<file path="src/hdl/pst_pkg.sv">
// Package for the spanning tree core: sizes, widths and the structs
// passed between the sequencer and the row scan unit. No dependencies.
package pst_pkg;

    localparam int MAX_VERTICES = 32;
    localparam int VBITS        = $clog2(MAX_VERTICES);
    localparam int CBITS        = 6;
    localparam int WBITS        = 16;
    localparam int ABITS        = 2 * VBITS;
    localparam int MEM_DEPTH    = MAX_VERTICES * MAX_VERTICES;

    localparam logic KIND_WRITE = 1'b0;
    localparam logic KIND_RUN   = 1'b1;

    typedef struct packed {
        logic             clear_all;
        logic             mark;
        logic [VBITS-1:0] mark_vertex;
        logic             round_start;
        logic             proc;
        logic [VBITS-1:0] proc_j;
        logic [VBITS-1:0] u;
        logic [VBITS-1:0] pos;
    } scan_ctl_t;

    typedef struct packed {
        logic             found;
        logic [WBITS-1:0] w;
        logic [VBITS-1:0] from_v;
        logic [VBITS-1:0] to_v;
    } scan_res_t;

endpackage

</file>
<file path="src/hdl/pst_scan.sv">
// Row scan unit: keeps tree membership and the cheapest known link of each
// outside vertex, and picks the best link during a row scan. Depends on pst_pkg.
module pst_scan (
    input  logic                      clk,
    input  logic                      rst_n,
    input  pst_pkg::scan_ctl_t        ctl,
    input  logic [pst_pkg::WBITS-1:0] rdata,
    output pst_pkg::scan_res_t        res
);

    logic [pst_pkg::MAX_VERTICES-1:0] in_tree_reg, in_tree_next;
    logic [pst_pkg::MAX_VERTICES-1:0] kv_reg, kv_next;
    logic [pst_pkg::WBITS-1:0]        key_w_reg    [pst_pkg::MAX_VERTICES];
    logic [pst_pkg::VBITS-1:0]        key_pos_reg  [pst_pkg::MAX_VERTICES];
    logic [pst_pkg::VBITS-1:0]        key_from_reg [pst_pkg::MAX_VERTICES];
    logic                             best_found_reg, best_found_next;
    logic [pst_pkg::WBITS-1:0]        best_w_reg, best_w_next;
    logic [pst_pkg::VBITS-1:0]        best_pos_reg, best_pos_next;
    logic [pst_pkg::VBITS-1:0]        best_from_reg, best_from_next;
    logic [pst_pkg::VBITS-1:0]        best_to_reg, best_to_next;
    logic                             outside;
    logic                             upd;
    logic                             eff_v;
    logic [pst_pkg::WBITS-1:0]        eff_w;
    logic [pst_pkg::VBITS-1:0]        eff_pos;
    logic [pst_pkg::VBITS-1:0]        eff_from;
    logic                             better;

    always_comb
    begin
        outside  = !in_tree_reg[ctl.proc_j];
        upd      = ctl.proc && outside && (rdata != '0)
                   && (!kv_reg[ctl.proc_j] || rdata < key_w_reg[ctl.proc_j]);
        eff_v    = ctl.proc && outside && (kv_reg[ctl.proc_j] || upd);
        eff_w    = upd ? rdata : key_w_reg[ctl.proc_j];
        eff_pos  = upd ? ctl.pos : key_pos_reg[ctl.proc_j];
        eff_from = upd ? ctl.u : key_from_reg[ctl.proc_j];
        better   = eff_v && (!best_found_reg || eff_w < best_w_reg
                   || (eff_w == best_w_reg && eff_pos < best_pos_reg));

        in_tree_next = ctl.clear_all ? '0 : in_tree_reg;
        kv_next      = ctl.clear_all ? '0 : kv_reg;
        if (ctl.mark)
        begin
            in_tree_next[ctl.mark_vertex] = 1'b1;
        end
        if (upd)
        begin
            kv_next[ctl.proc_j] = 1'b1;
        end

        best_found_next = best_found_reg;
        best_w_next     = best_w_reg;
        best_pos_next   = best_pos_reg;
        best_from_next  = best_from_reg;
        best_to_next    = best_to_reg;
        if (ctl.round_start)
        begin
            best_found_next = 1'b0;
        end
        else if (better)
        begin
            best_found_next = 1'b1;
            best_w_next     = eff_w;
            best_pos_next   = eff_pos;
            best_from_next  = eff_from;
            best_to_next    = ctl.proc_j;
        end
    end

    always_ff @(posedge clk or negedge rst_n)
    begin
        if (!rst_n)
        begin
            in_tree_reg    <= '0;
            kv_reg         <= '0;
            best_found_reg <= 1'b0;
        end
        else
        begin
            in_tree_reg    <= in_tree_next;
            kv_reg         <= kv_next;
            best_found_reg <= best_found_next;
        end
    end

    always_ff @(posedge clk)
    begin
        best_w_reg    <= best_w_next;
        best_pos_reg  <= best_pos_next;
        best_from_reg <= best_from_next;
        best_to_reg   <= best_to_next;
        if (upd)
        begin
            key_w_reg[ctl.proc_j]    <= rdata;
            key_pos_reg[ctl.proc_j]  <= ctl.pos;
            key_from_reg[ctl.proc_j] <= ctl.u;
        end
    end

    assign res.found  = best_found_reg;
    assign res.w      = best_w_reg;
    assign res.from_v = best_from_reg;
    assign res.to_v   = best_to_reg;

    a_best_outside: assert property (@(posedge clk) disable iff (!rst_n)
        best_found_reg && ctl.proc |-> !in_tree_reg[best_to_reg])
        else $error("best link points into the tree");
    a_no_upd_in_tree: assert property (@(posedge clk) disable iff (!rst_n)
        upd |-> !in_tree_reg[ctl.proc_j])
        else $error("key updated for a tree vertex");
    a_mark_grows: assert property (@(posedge clk) disable iff (!rst_n)
        ctl.mark && !ctl.clear_all |=> in_tree_reg[$past(ctl.mark_vertex)])
        else $error("marked vertex missing from tree");

endmodule

</file>
<file path="config.mk">
export PLATFORM = sky130hd
export DESIGN_NAME = pst_scan
export DESIGN_NICKNAME = d
export VERILOG_FILES = /design/src/hdl/pst_pkg.sv /design/src/hdl/pst_scan.sv
export SDC_FILE = /design/constraint.sdc
export NUM_CORES = 1
export LEC_CHECK = 0
export BUFFER_PORTS_ARGS = -buffer_cell sky130_fd_sc_hd__buf_2
export CAP_MARGIN = 10
export CORE_ASPECT_RATIO = 0.7
export CORE_UTILIZATION = 56
export DETAILED_ROUTE_END_ITERATION = 16
export PLACE_DENSITY = 0.84
export SYNTH_ARGS = -nofsm -noshare
export SYNTH_HDL_FRONTEND = slang
export SYNTH_SLANG_ARGS = --single-unit
</file>
<file path="constraint.sdc">
create_clock -name clk -period 6.35 [get_ports clk]
set_clock_uncertainty 0.2 [all_clocks]
set_input_delay 0.3175 -clock clk [delete_from_list [all_inputs] [get_ports clk]]
set_output_delay 0.3175 -clock clk [all_outputs]
set_load 0.02 [all_outputs]
</file>
* Yosys cells after proc, flatten, opt, wreduce, memory -nomap -nowiden
Memory sizes are Yosys's and may differ from the RTL's. A register that Yosys moved wholly into a read port is not among the register bits. Cells that the tools add are included.
Storage, ports and cells: register bits 91, memory bits (writable) 832, output and inout port bits 27, memories kept 3
Memories:
- key_w_reg | words 32, width 16, read ports 1, clocked after memory_dff 0, wr ports 1, RTL line pst_scan.sv:13 | logic [pst_pkg::WBITS-1:0] key_w_reg [pst_pkg::MAX_VERTICES];
- key_from_reg | words 32, width 5, read ports 1, clocked after memory_dff 1, wr ports 1, RTL line pst_scan.sv:15 | logic [pst_pkg::VBITS-1:0] key_from_reg [pst_pkg::MAX_VERTICES];
- key_pos_reg | words 32, width 5, read ports 1, clocked after memory_dff 0, wr ports 1, RTL line pst_scan.sv:14 | logic [pst_pkg::VBITS-1:0] key_pos_reg [pst_pkg::MAX_VERTICES];
Operators by class: order comparisons 7, equal/unequal tests 1, mux-type cells 18, bitwise operators 3, reduce and logical (&&, ||, !) cells 18
Operator list (number):
- 32-bit 2-to-1 mux | 4
- 32-bit bitwise OR | 2
- 16-bit less-than comparator | 2
- 16-bit equality test | 1
- 16-bit 2-to-1 mux | 1
- 16-bit nonzero test | 1
- 5-bit by 6-bit less-than comparator with 1-bit output (second input constant) | 2
- 1-bit binary-select mux with 5-bit select | 2
- 1-bit demux with 5-bit select | 2
- 5-bit by 1-bit >= comparator with 1-bit output (second input constant) | 2
- 1-bit logical AND | 8
- 1-bit 2-to-1 mux | 8
- 5-bit less-than comparator | 1
- 5-bit 2-to-1 mux | 1
- 1-bit logical OR | 4
- 1-bit logical NOT | 3
- 2-bit AND reduction | 1
- 2-bit nonzero test | 1
- 1-bit NOT | 1

* Longest topological paths before layout
Gate-level depths: netlist of run 1.
word-level depth 13, gate-level depth with buffers 28

* Worst setup path after synthesis of run 1
Ideal clock, no wire load.
kind input to register, from input port ctl[10] in the netlist's numbering, to memory key_from_reg[22][0] in the netlist's numbering, enable pin, arrival 6.483 ns, data required time 5.672 ns, slack -0.811 ns, stages on the path 16, path buffers 5, path through buf_6 buf_2 buf_2 buf_1 mux4_2 a22o_1 nor4_1 ha_1 a21oi_1 o21ai_0 o221a_2 a211oi_1 o211ai_1 a21o_1 buf_2 nor4_1
On the way: word-level cells in the longest chain between the ends 8, elaborated cells between the ends (all ways) 14, classes of those cells order compare (1); mux (6); reduce/logical (6); memory (1)
Ends and longest elaborated chain:
- start, declared | RTL line pst_scan.sv:6 | input pst_pkg::scan_ctl_t ctl,
- parallel branches: the longest is 8 deep, another holds memory 32 x 16 bit
- end, declared | RTL line pst_scan.sv:15
Parallel ways; which one is timed is not known. The select of a mux whose other input is x is not followed.

* Final worst setup path of run 1
from memory key_w_reg[15][7] in the netlist's numbering, to register best_pos_reg[0] in the netlist's numbering, enable pin
On the way: word-level cells in the longest chain between the ends 10, elaborated cells between the ends (all ways) 16, classes of those cells order compare (3); eq/ne (1); mux (2); reduce/logical (9); memory (1)
Ends and longest elaborated chain:
- start, declared | RTL line pst_scan.sv:13
- memory 32 x 16 bit (*)
- 16-bit less-than comparator (*) | RTL line pst_scan.sv:33 | && (!kv_reg[ctl.proc_j] || rdata < key_w_reg[ctl.proc_j]);
- 1-bit logical OR (*) | RTL line pst_scan.sv:33
- 1-bit logical AND (*) | RTL line pst_scan.sv:33
- 16-bit 2-to-1 mux (*) | RTL line pst_scan.sv:35 | eff_w = upd ? rdata : key_w_reg[ctl.proc_j];
- net eff_w (one bit) | RTL line pst_scan.sv:24 | logic [pst_pkg::WBITS-1:0] eff_w;
- 16-bit less-than comparator / 16-bit equality test (equally long branches) | RTL line pst_scan.sv:38, pst_scan.sv:39
- 1-bit logical OR / 1-bit logical AND (equally long branches) | RTL line pst_scan.sv:38, pst_scan.sv:39
- 1-bit logical OR (*) | RTL line pst_scan.sv:39 | || (eff_w == best_w_reg && eff_pos < best_pos_reg));
- 1-bit logical AND (*) | RTL line pst_scan.sv:38 | better = eff_v && (!best_found_reg || eff_w < best_w_reg
- 2-bit AND reduction (no line) (*)
- end signal, assigned | RTL line pst_scan.sv:90 | best_pos_reg <= best_pos_next;
- end, declared | RTL line pst_scan.sv:18 | logic [pst_pkg::VBITS-1:0] best_pos_reg, best_pos_next;
Mark *: on every way through the listed nets, which the timed path passes. The rest lies on a longest branch. A chain may end at the register's enable or synchronous reset.

==> flow_summary_export.csv, run 1 <==
group,metric,value,unit
run_status,outcome,"complete, no violations",
clock_tree,htreeDepth,3,
synthesis,synth_top_cells_by_area,"sky130_fd_sc_hd__edfxtp_1 (71%), sky130_fd_sc_hd__mux4_2 (13%), sky130_fd_sc_hd__dfrtp_1 (4.5%)",
sta,timing.setup.tns,0,ns
synthesis,cell_area_after_synthesis,0.03645,mm2
sta,final_hold_viol_count,0,
cells_and_area,nets,2042,
critical_path,rr_worst_depth,21,
job,cap_violations,0,
synthesis,synth-warning-count,0,
synthesis,synth.yosys.seq_area_share,75.55,%
synthesis,gate_count_post_synth,1727,
routing,routedLengthMet1,36450,um
cells_and_area,finish.utilization,66.27,%
global_route,largest_net_degree_at_the_start_of_global_routing,66,
sta,layout_worst_path_cycle_share,98.05,%
global_route,grt.overflow.total,0,
clock_tree,cts-root-to-sink-buffers,3,
power_and_ir_drop,cellPowerDensity,301.9,mW/mm2
routing,detail_route.wirelength,101100,um
synthesis,synth_top_area_share,71.09,%
critical_path,r2r_end,"best_pos_reg[0]",
critical_path,start_kind,"register",
power_and_ir_drop,cellLeakagePower,0.01435,uW
critical_path,crit_fanout,12,
sta,grt_setup_unrepaired,"false",
synthesis,mux_cell_area_share_after_synthesis,13.81,%
synthesis,post_synth_num_cell_types,54,
routing,final_antenna_net_count,0,
critical_path,critical_path_arrival,6.38,ns
synthesis,yosys.cell_count.top_type,"sky130_fd_sc_hd__edfxtp_1",
synthesis,ys.flop_type,"sky130_fd_sc_hd__edfxtp_1",
clock_tree,numCtsBuffers,82,
sta,timing.slew.headroom,27.68,%
critical_path,worst-r2r-setup-slack,0.12,ns
synthesis,dominant_combinational_cell_family_by_area_after_synthesis,"multiplexers",
global_route,number_of_global_route_vias_before_repair,19960,
sta,final.min_clock_period,6.226,ns
clock_tree,cts.clk_slew.worst_paths,0.07,ns
synthesis,yosys.area_share.simple,2.681,%
sta,setup_viol,0,
critical_path,timing.critical_path.to,"best_pos_reg[0]",
cells_and_area,post_layout_nonfiller_instances,2908,
floorplan,fp.dieW,306.9,um
placed_design,dpl.hpwl,56060,um
synthesis,synth_nets,1804,
routing,vias,20230,
hold_path,min-delay-path-class,"in -> reg",
cells_and_area,number_of_flip_flops_in_the_largest_register,512,
global_route,track_usage,31.03,%
cells_and_area,areaGrowthSynthToFinish,15.95,%
routing,post_drt_wl_per_cell,34.77,um
synthesis,synth_compound_area_share,5.228,%
routing,met2_wirelength,46130,um
synthesis,synth-xor-area-share,0,%
critical_path,worstReg2RegStart,"key_w_reg[15][7]",
floorplan,design.die.area,0.06613,mm2
synthesis,yosys.area.top_type,"sky130_fd_sc_hd__edfxtp_1",
critical_path,cp-end-kind,"register",
cells_and_area,nFillCells,3920,
floorplan,std_cell_rows,77,
synthesis,synth-edff-count,863,
clock_tree,cts.root.buffer_cell,"sky130_fd_sc_hd__clkbuf_16",
power_and_ir_drop,vdd_ir_drop_max,0.2473,mV
sta,worstMarginPinSlew,1.083,ns
placed_design,placement.io_buffers,68,
routing,routed_via_density,6.955,
routing,top_signal_layer_used,"met4",
clock_tree,cts_sinks,928,
sta,final-max-slew-violation-count,0,
cells_and_area,final_layout_size_suffix_gt1_share,30.15,%
critical_path,critical_path.startpoint,"key_w_reg[15][7]",
synthesis,avgSynthCellArea,21.11,um2
floorplan,die_h,215.5,um
clock_tree,worstSkewPairLatency,0.66,ns
global_route,antenna_found_initial,4,
routing,drt_iter0_markers,3348,
sta,max_freq,0.1606,GHz
critical_path,path_class,"reg -> reg",
clock_tree,cts_tree,"yes",
synthesis,netlist_top_cells_count,"sky130_fd_sc_hd__edfxtp_1 (863), sky130_fd_sc_hd__mux4_2 (215), sky130_fd_sc_hd__a22o_1 (78), sky130_fd_sc_hd__dfrtp_1 (65), sky130_fd_sc_hd__clkbuf_1 (39)",
synthesis,yosys.area_share.adder,1.201,%
placed_design,gpl.final_weighted_congestion,0.9122,
routing,dr.pass1.iters,6,
synthesis,register_bit_total_from_synthesis,928,
floorplan,start_util,57.15,%
global_route,grt_pass1_wl,143100,um
routing,detail_route.drc_violations,0,
critical_path,cp.required,6.51,ns
floorplan,boundaryPins,69,
routing,met3WireLength,15620,um
placed_design,placedCellCount,2717,
floorplan,design.core.area,0.06378,mm2
synthesis,synthArstFlopShare,7.004,%
==> how the worst min path moves through the flow <==
stage	from	depth (start not counted)	end	slack, ns
after CTS	rdata[0]	1	key_w_reg[29][0]	0.004
after global routing	rdata[6]	1	key_w_reg[22][6]	0.04
final	ctl[0]	1	key_pos_reg[9][0]	0.04
after global placement	kv_reg[20]	1	kv_reg[20]	0.25
after floorplan	rst_n	0	best_found_reg	-0.18
after detailed placement	kv_reg[14]	1	kv_reg[14]	0.26
==> through the flow <==
stage | worst slack, ns | area, um2 | power (uW) | hold WS [ns]
floorplan | -0.6518 | 36510 | 7343 | -0.1781
global placement | -0.2370 | 39180 | 7697 | 0.2532
detailed placement | -0.3432 | 39180 | 7728 | 0.2607
CTS | 0.1662 | 42210 | 12760 | 0.003504
global route | 0.008047 | 42250 | 13050 | 0.03573
finish | 0.1241 | 42270 | 12760 | 0.03782
==> worst max-delay path, stage by stage, from the launching register on <==
cell and delay [ns]:
sky130_fd_sc_hd__edfxtp_1 0.36, sky130_fd_sc_hd__mux4_2 0.48, sky130_fd_sc_hd__a22o_1 0.27, sky130_fd_sc_hd__nor4_1 0.39, sky130_fd_sc_hd__buf_4 0.19, sky130_fd_sc_hd__ha_1 0.25
sky130_fd_sc_hd__a21oi_1 0.23, sky130_fd_sc_hd__o21ai_0 0.24, sky130_fd_sc_hd__a211oi_1 0.42, sky130_fd_sc_hd__o211ai_1 0.29, sky130_fd_sc_hd__a21o_4 0.35, sky130_fd_sc_hd__buf_4 0.20
sky130_fd_sc_hd__o21a_1 0.22, sky130_fd_sc_hd__ha_1 0.32, sky130_fd_sc_hd__a21o_1 0.17, sky130_fd_sc_hd__a21o_1 0.20, sky130_fd_sc_hd__a21oi_2 0.22, sky130_fd_sc_hd__o21ai_0 0.17
sky130_fd_sc_hd__a211oi_1 0.29, sky130_fd_sc_hd__o21bai_1 0.14, sky130_fd_sc_hd__nand3_4 0.15, sky130_fd_sc_hd__buf_4 0.18
==> cells in the final DEF (no fill, tap or decap), types with 16 or more instances in the layout <==
cell / synthesis / final
sky130_fd_sc_hd__a21o_1: 36 / 35
sky130_fd_sc_hd__a221oi_1: 18 / 18
sky130_fd_sc_hd__a22o_1: 78 / 78
sky130_fd_sc_hd__buf_12: 0 / 22
sky130_fd_sc_hd__buf_2: 35 / 66
sky130_fd_sc_hd__buf_4: 7 / 132
sky130_fd_sc_hd__clkbuf_1: 39 / 17
sky130_fd_sc_hd__clkbuf_16: 0 / 85
sky130_fd_sc_hd__clkinv_1: 0 / 16
sky130_fd_sc_hd__dfrtp_1: 65 / 65
sky130_fd_sc_hd__dlygate4sd3_1: 0 / 31
sky130_fd_sc_hd__edfxtp_1: 863 / 863
sky130_fd_sc_hd__ha_1: 35 / 35
sky130_fd_sc_hd__inv_1: 22 / 22
sky130_fd_sc_hd__mux2i_1: 19 / 19
sky130_fd_sc_hd__mux4_2: 215 / 215
sky130_fd_sc_hd__nand2_1: 30 / 30
sky130_fd_sc_hd__nor2_1: 25 / 25
sky130_fd_sc_hd__nor4_1: 35 / 20
sky130_fd_sc_hd__o2bb2ai_1: 31 / 31
==> cell families (layout without fill, tap and decap cells) <==
group                      after synthesis  count (layout)
AOI/OAI and AO/OA                      239             240
adders and majority gates               35              35
buffers and inverters                  126             431
DFF                                    928             928
muxes                                  234             234
other                                    0               6
and+or+nand+nor                        165             165
==> area by class of cell <==
type                       count  area (um2)  area share (%)
tap                          869        1087           2.572
clock inverter                48       499.2           1.181
antenna                        6       15.01         0.03552
inverter                      24       90.09          0.2131
clock buffer                 104        2218           5.249
multi-input combinational    674        8691           20.56
timing repair buffer         255        2125           5.026
sequential                   928       27540           65.16
==> what timing repair did <==
| action | CTS | global route |
|---|---|---|
| endpoints found under the hold margin | 513 | 0 |
| hold buffers | 31 | 0 |
| setup buffers | 0 | 1 |
| endpoints found under the setup margin | 0 | 31 |
| resized for setup | 0 | 6 |
==> per-layer routing <==
layer,GRT usage (%),vias to the layer above
met5,0,-
li1,-,7829
met3,9.948,224
met4,9.850,0
met2,45.81,1773
met1,44.50,10400
==> report_power, final <==
group | internal, uW | leakage [uW] | switching [uW]
registers | 6750 | 0.00868 | 30.8
clock network | 2860 | 0.00133 | 2250
logic | 336 | 0.00434 | 533
Power figures use the tool's default switching activity.
==> run 2: changes to the inputs <==
--- a/config.mk
+++ b/config.mk
@@ -11,6 +11,7 @@
 export CORE_UTILIZATION = 56
 export DETAILED_ROUTE_END_ITERATION = 16
 export PLACE_DENSITY = 0.84
+export SETUP_SLACK_MARGIN = 0.2
 export SYNTH_ARGS = -nofsm -noshare
 export SYNTH_HDL_FRONTEND = slang
 export SYNTH_SLANG_ARGS = --single-unit
==> run 2 against run 1 <==
  * Cell count fell by 0.21%
  * Routed wire length rose by 1.4%
  * Global-route usage rose by 0.23 points
  * Sequential power barely moved
  * Via count rose by 0.36%
  * Maximum frequency rose by 2.1%
  * Sequential share of layout area rose by 0.075 points
  * Worst setup slack improved by 0.13 ns
  * Critical path depth did not move
  * Worst hold slack got worse by 0.013 ns
  * Total power fell by 0.94%
  * Die area did not move
==> flow_summary_export.csv, run 2 (synthesis results as in run 1) <==
group,metric,value,unit
placed_design,placement.io_buffers,68,
clock_tree,cts_tree,"yes",
sta,grt_setup_unrepaired,"false",
critical_path,crit_fanout,12,
routing,post_drt_wl_per_cell,35.34,um
critical_path,cp-end-kind,"register",
run_status,outcome,"complete, no violations",
power_and_ir_drop,vdd_ir_drop_max,0.2363,mV
cells_and_area,number_of_flip_flops_in_the_largest_register,512,
global_route,largest_net_degree_at_the_start_of_global_routing,66,
routing,detail_route.wirelength,102600,um
placed_design,dpl.hpwl,58560,um
routing,dr.pass1.iters,8,
floorplan,std_cell_rows,77,
critical_path,crit_top_cell,"sky130_fd_sc_hd__ha_1",
cells_and_area,mostFrequentLayoutCell,"sky130_fd_sc_hd__edfxtp_1",
sta,final.min_clock_period,6.101,ns
sta,worstMarginPinSlew,1.061,ns
cells_and_area,layout.cells.most_common_list,"sky130_fd_sc_hd__edfxtp_1 (863), sky130_fd_sc_hd__mux4_2 (215), sky130_fd_sc_hd__buf_4 (142)",
sta,setup_viol,0,
floorplan,start_util,57.15,%
sta,layout_worst_path_cycle_share,96.07,%
critical_path,critical_path.max_stage_delay,0.54,ns
floorplan,fp.dieW,306.9,um
sta,final-max-slew-violation-count,0,
routing,detail_route.drc_violations,0,
routing,drt_iter0_markers,3141,
global_route,grt_pass1_wl,143400,um
sta,max_freq,0.1639,GHz
routing,routed_via_density,6.994,
global_route,antenna_found_initial,5,
floorplan,die_h,215.5,um
critical_path,cp.required,6.50,ns
sta,timing.slew.headroom,29.30,%
critical_path,crit_path_cell_trace,"mux4_2, a22o_1, nor4_4, ha_1, nand3_1, o21ai_0, o221a_2, a211oi_2, o211ai_1, a21o_4, clkbuf_4, buf_4, o21a_1, ha_1, nand4_1, a211o_1, nor3_2, nand2_1, or4_1, nand3_4, buf_12",
critical_path,timing.critical_path.slowest_stage_cell,"sky130_fd_sc_hd__nor4_4",
sta,postLayoutSetupSlackWorst,0.2494,ns
critical_path,cp_top_family,"compound AO/OA/AOI/OAI gates",
clock_tree,cts_sinks,928,
cells_and_area,final_layout_size_suffix_gt1_share,31.36,%
routing,vias,20300,
clock_tree,numCtsBuffers,81,
power_and_ir_drop,cellLeakagePower,0.01435,uW
floorplan,design.die.area,0.06613,mm2
routing,final_antenna_net_count,0,
global_route,number_of_global_route_vias_before_repair,20060,
cells_and_area,nets,2043,
sta,final_hold_viol_count,0,
job,cap_violations,0,
floorplan,boundaryPins,69,
global_route,grt.overflow.total,0,
clock_tree,cts.root.buffer_cell,"sky130_fd_sc_hd__clkbuf_16",
placed_design,gpl.final_weighted_congestion,0.9467,
critical_path,critical_path_arrival,6.25,ns
clock_tree,worstSkewPairLatency,0.64,ns
floorplan,design.core.area,0.06378,mm2
power_and_ir_drop,total_power,12640,uW
critical_path,start_kind,"register",
placed_design,pre_cts_slack,-0.09462,ns
global_route,track_usage,31.26,%
power_and_ir_drop,cellPowerDensity,299.4,mW/mm2
clock_tree,htreeDepth,3,
clock_tree,cts-root-to-sink-buffers,3,
critical_path,worstPathBufferInverterCount,3,
hold_path,min-delay-path-class,"in -> reg",
critical_path,path_class,"reg -> reg",
clock_tree,cts.clk_slew.worst_paths,0.07,ns
cells_and_area,areaGrowthSynthToFinish,15.82,%
==> run 2: cell types whose count changed in the layout (fill, tap and decap cells not counted), moves of 2 or more <==
cell,delta
sky130_fd_sc_hd__buf_4,+10
sky130_fd_sc_hd__buf_6,-2
sky130_fd_sc_hd__clkbuf_1,-8
sky130_fd_sc_hd__clkbuf_16,-3
sky130_fd_sc_hd__clkinv_1,-5
sky130_fd_sc_hd__clkinv_2,+7
sky130_fd_sc_hd__clkinvlp_4,+3
sky130_fd_sc_hd__diode_2,-4
sky130_fd_sc_hd__dlygate4sd3_1,-6
sky130_fd_sc_hd__inv_6,+5
sky130_fd_sc_hd__nor4_1,-6
sky130_fd_sc_hd__nor4_2,+4
sky130_fd_sc_hd__nor4_4,+2
==> run 2: area by class of cell <==
cell class | instances | area (um2)
Clock inverter | 54 | 510.5
Antenna cell | 2 | 5.005
Multi-Input combinational cell | 674 | 8752
Timing Repair Buffer | 257 | 2105
Fill cell | 3911 | 21560
Inverter | 24 | 90.09
Tap cell | 869 | 1087
Clock buffer | 94 | 2127
Sequential cell | 928 | 27540
==> run 2: final timing paths <==
| kind | from | endpoint | slack, ns | depth (start not counted) |
|---|---|---|---|---|
| max | key_w_reg[15][12] | best_w_reg[13] | 0.25 | 21 |
| min | rdata[13] | key_w_reg[4][13] | 0.02 | 1 |
| max reg2reg | key_w_reg[15][12] | best_w_reg[13] | 0.25 | 21 |
| min reg2reg | kv_reg[22] | kv_reg[22] | 0.28 | 1 |
| max in group asynchronous | rst_n | kv_reg[14] | 5.20 | 3 |
| min in group asynchronous | rst_n | kv_reg[6] | 0.22 | 3 |
==> run 2: where the power goes <==
part           switching, uW  total (uW)  internal (uW)
Sequential              28.9        6780           6750
Clock                   2220        4970           2750
Combinational            550         889            339
==> run 2: worst register-to-register path, delay by kind of cell, from the launching register on <==
| family | cells | cell delay, ns |
|---|---|---|
| flip-flops | 1 | 0.37 |
| AND/OR/NAND/NOR | 7 | 1.62 |
| multiplexers | 1 | 0.49 |
| buffers and inverters | 3 | 0.51 |
| AO/OA/AOI/OAI | 8 | 1.95 |
| adder cells (fa/ha/maj) | 2 | 0.65 |
==> run 2: metal layers <==
layer	track usage, %	part of all wire, %	vias to the layer above
met5	0	0.013	-
met4	11.80	4.2	2
met3	12.01	16	303
met2	45.41	45	1826
met1	43.27	35	10350
li1	-	-	7816
==> run 2: what timing repair did <==
| action | 4_1_cts | 5_1_grt |
|---|---|---|
| endpoints found under the hold margin | 342 | 0 |
| setup endpoints to repair | 0 | 31 |
| buffers inserted | 0 | 6 |
| hold buffers | 25 | 0 |
| gates resized for setup | 0 | 10 |
==> run 2: stage by stage <==
| step | std cells | util (%) | setup TNS [ns] | cell area [um2] | hold WS (ns) |
|---|---|---|---|---|---|
| final | 2902 | 66.19 | 0 | 42220 | 0.02480 |
| after global routing | 2900 | 66.19 | 0 | 42210 | 0.02179 |
| after CTS | 2893 | 66.01 | 0 | 42100 | 0.002619 |
| after detailed placement | 2720 | 61.48 | -2.731 | 39210 | 0.2632 |
| after global placement | 2720 | 61.48 | -1.598 | 39210 | 0.2526 |
| after floorplan | 1727 | - | -171.95 | 36550 | -0.1781 |
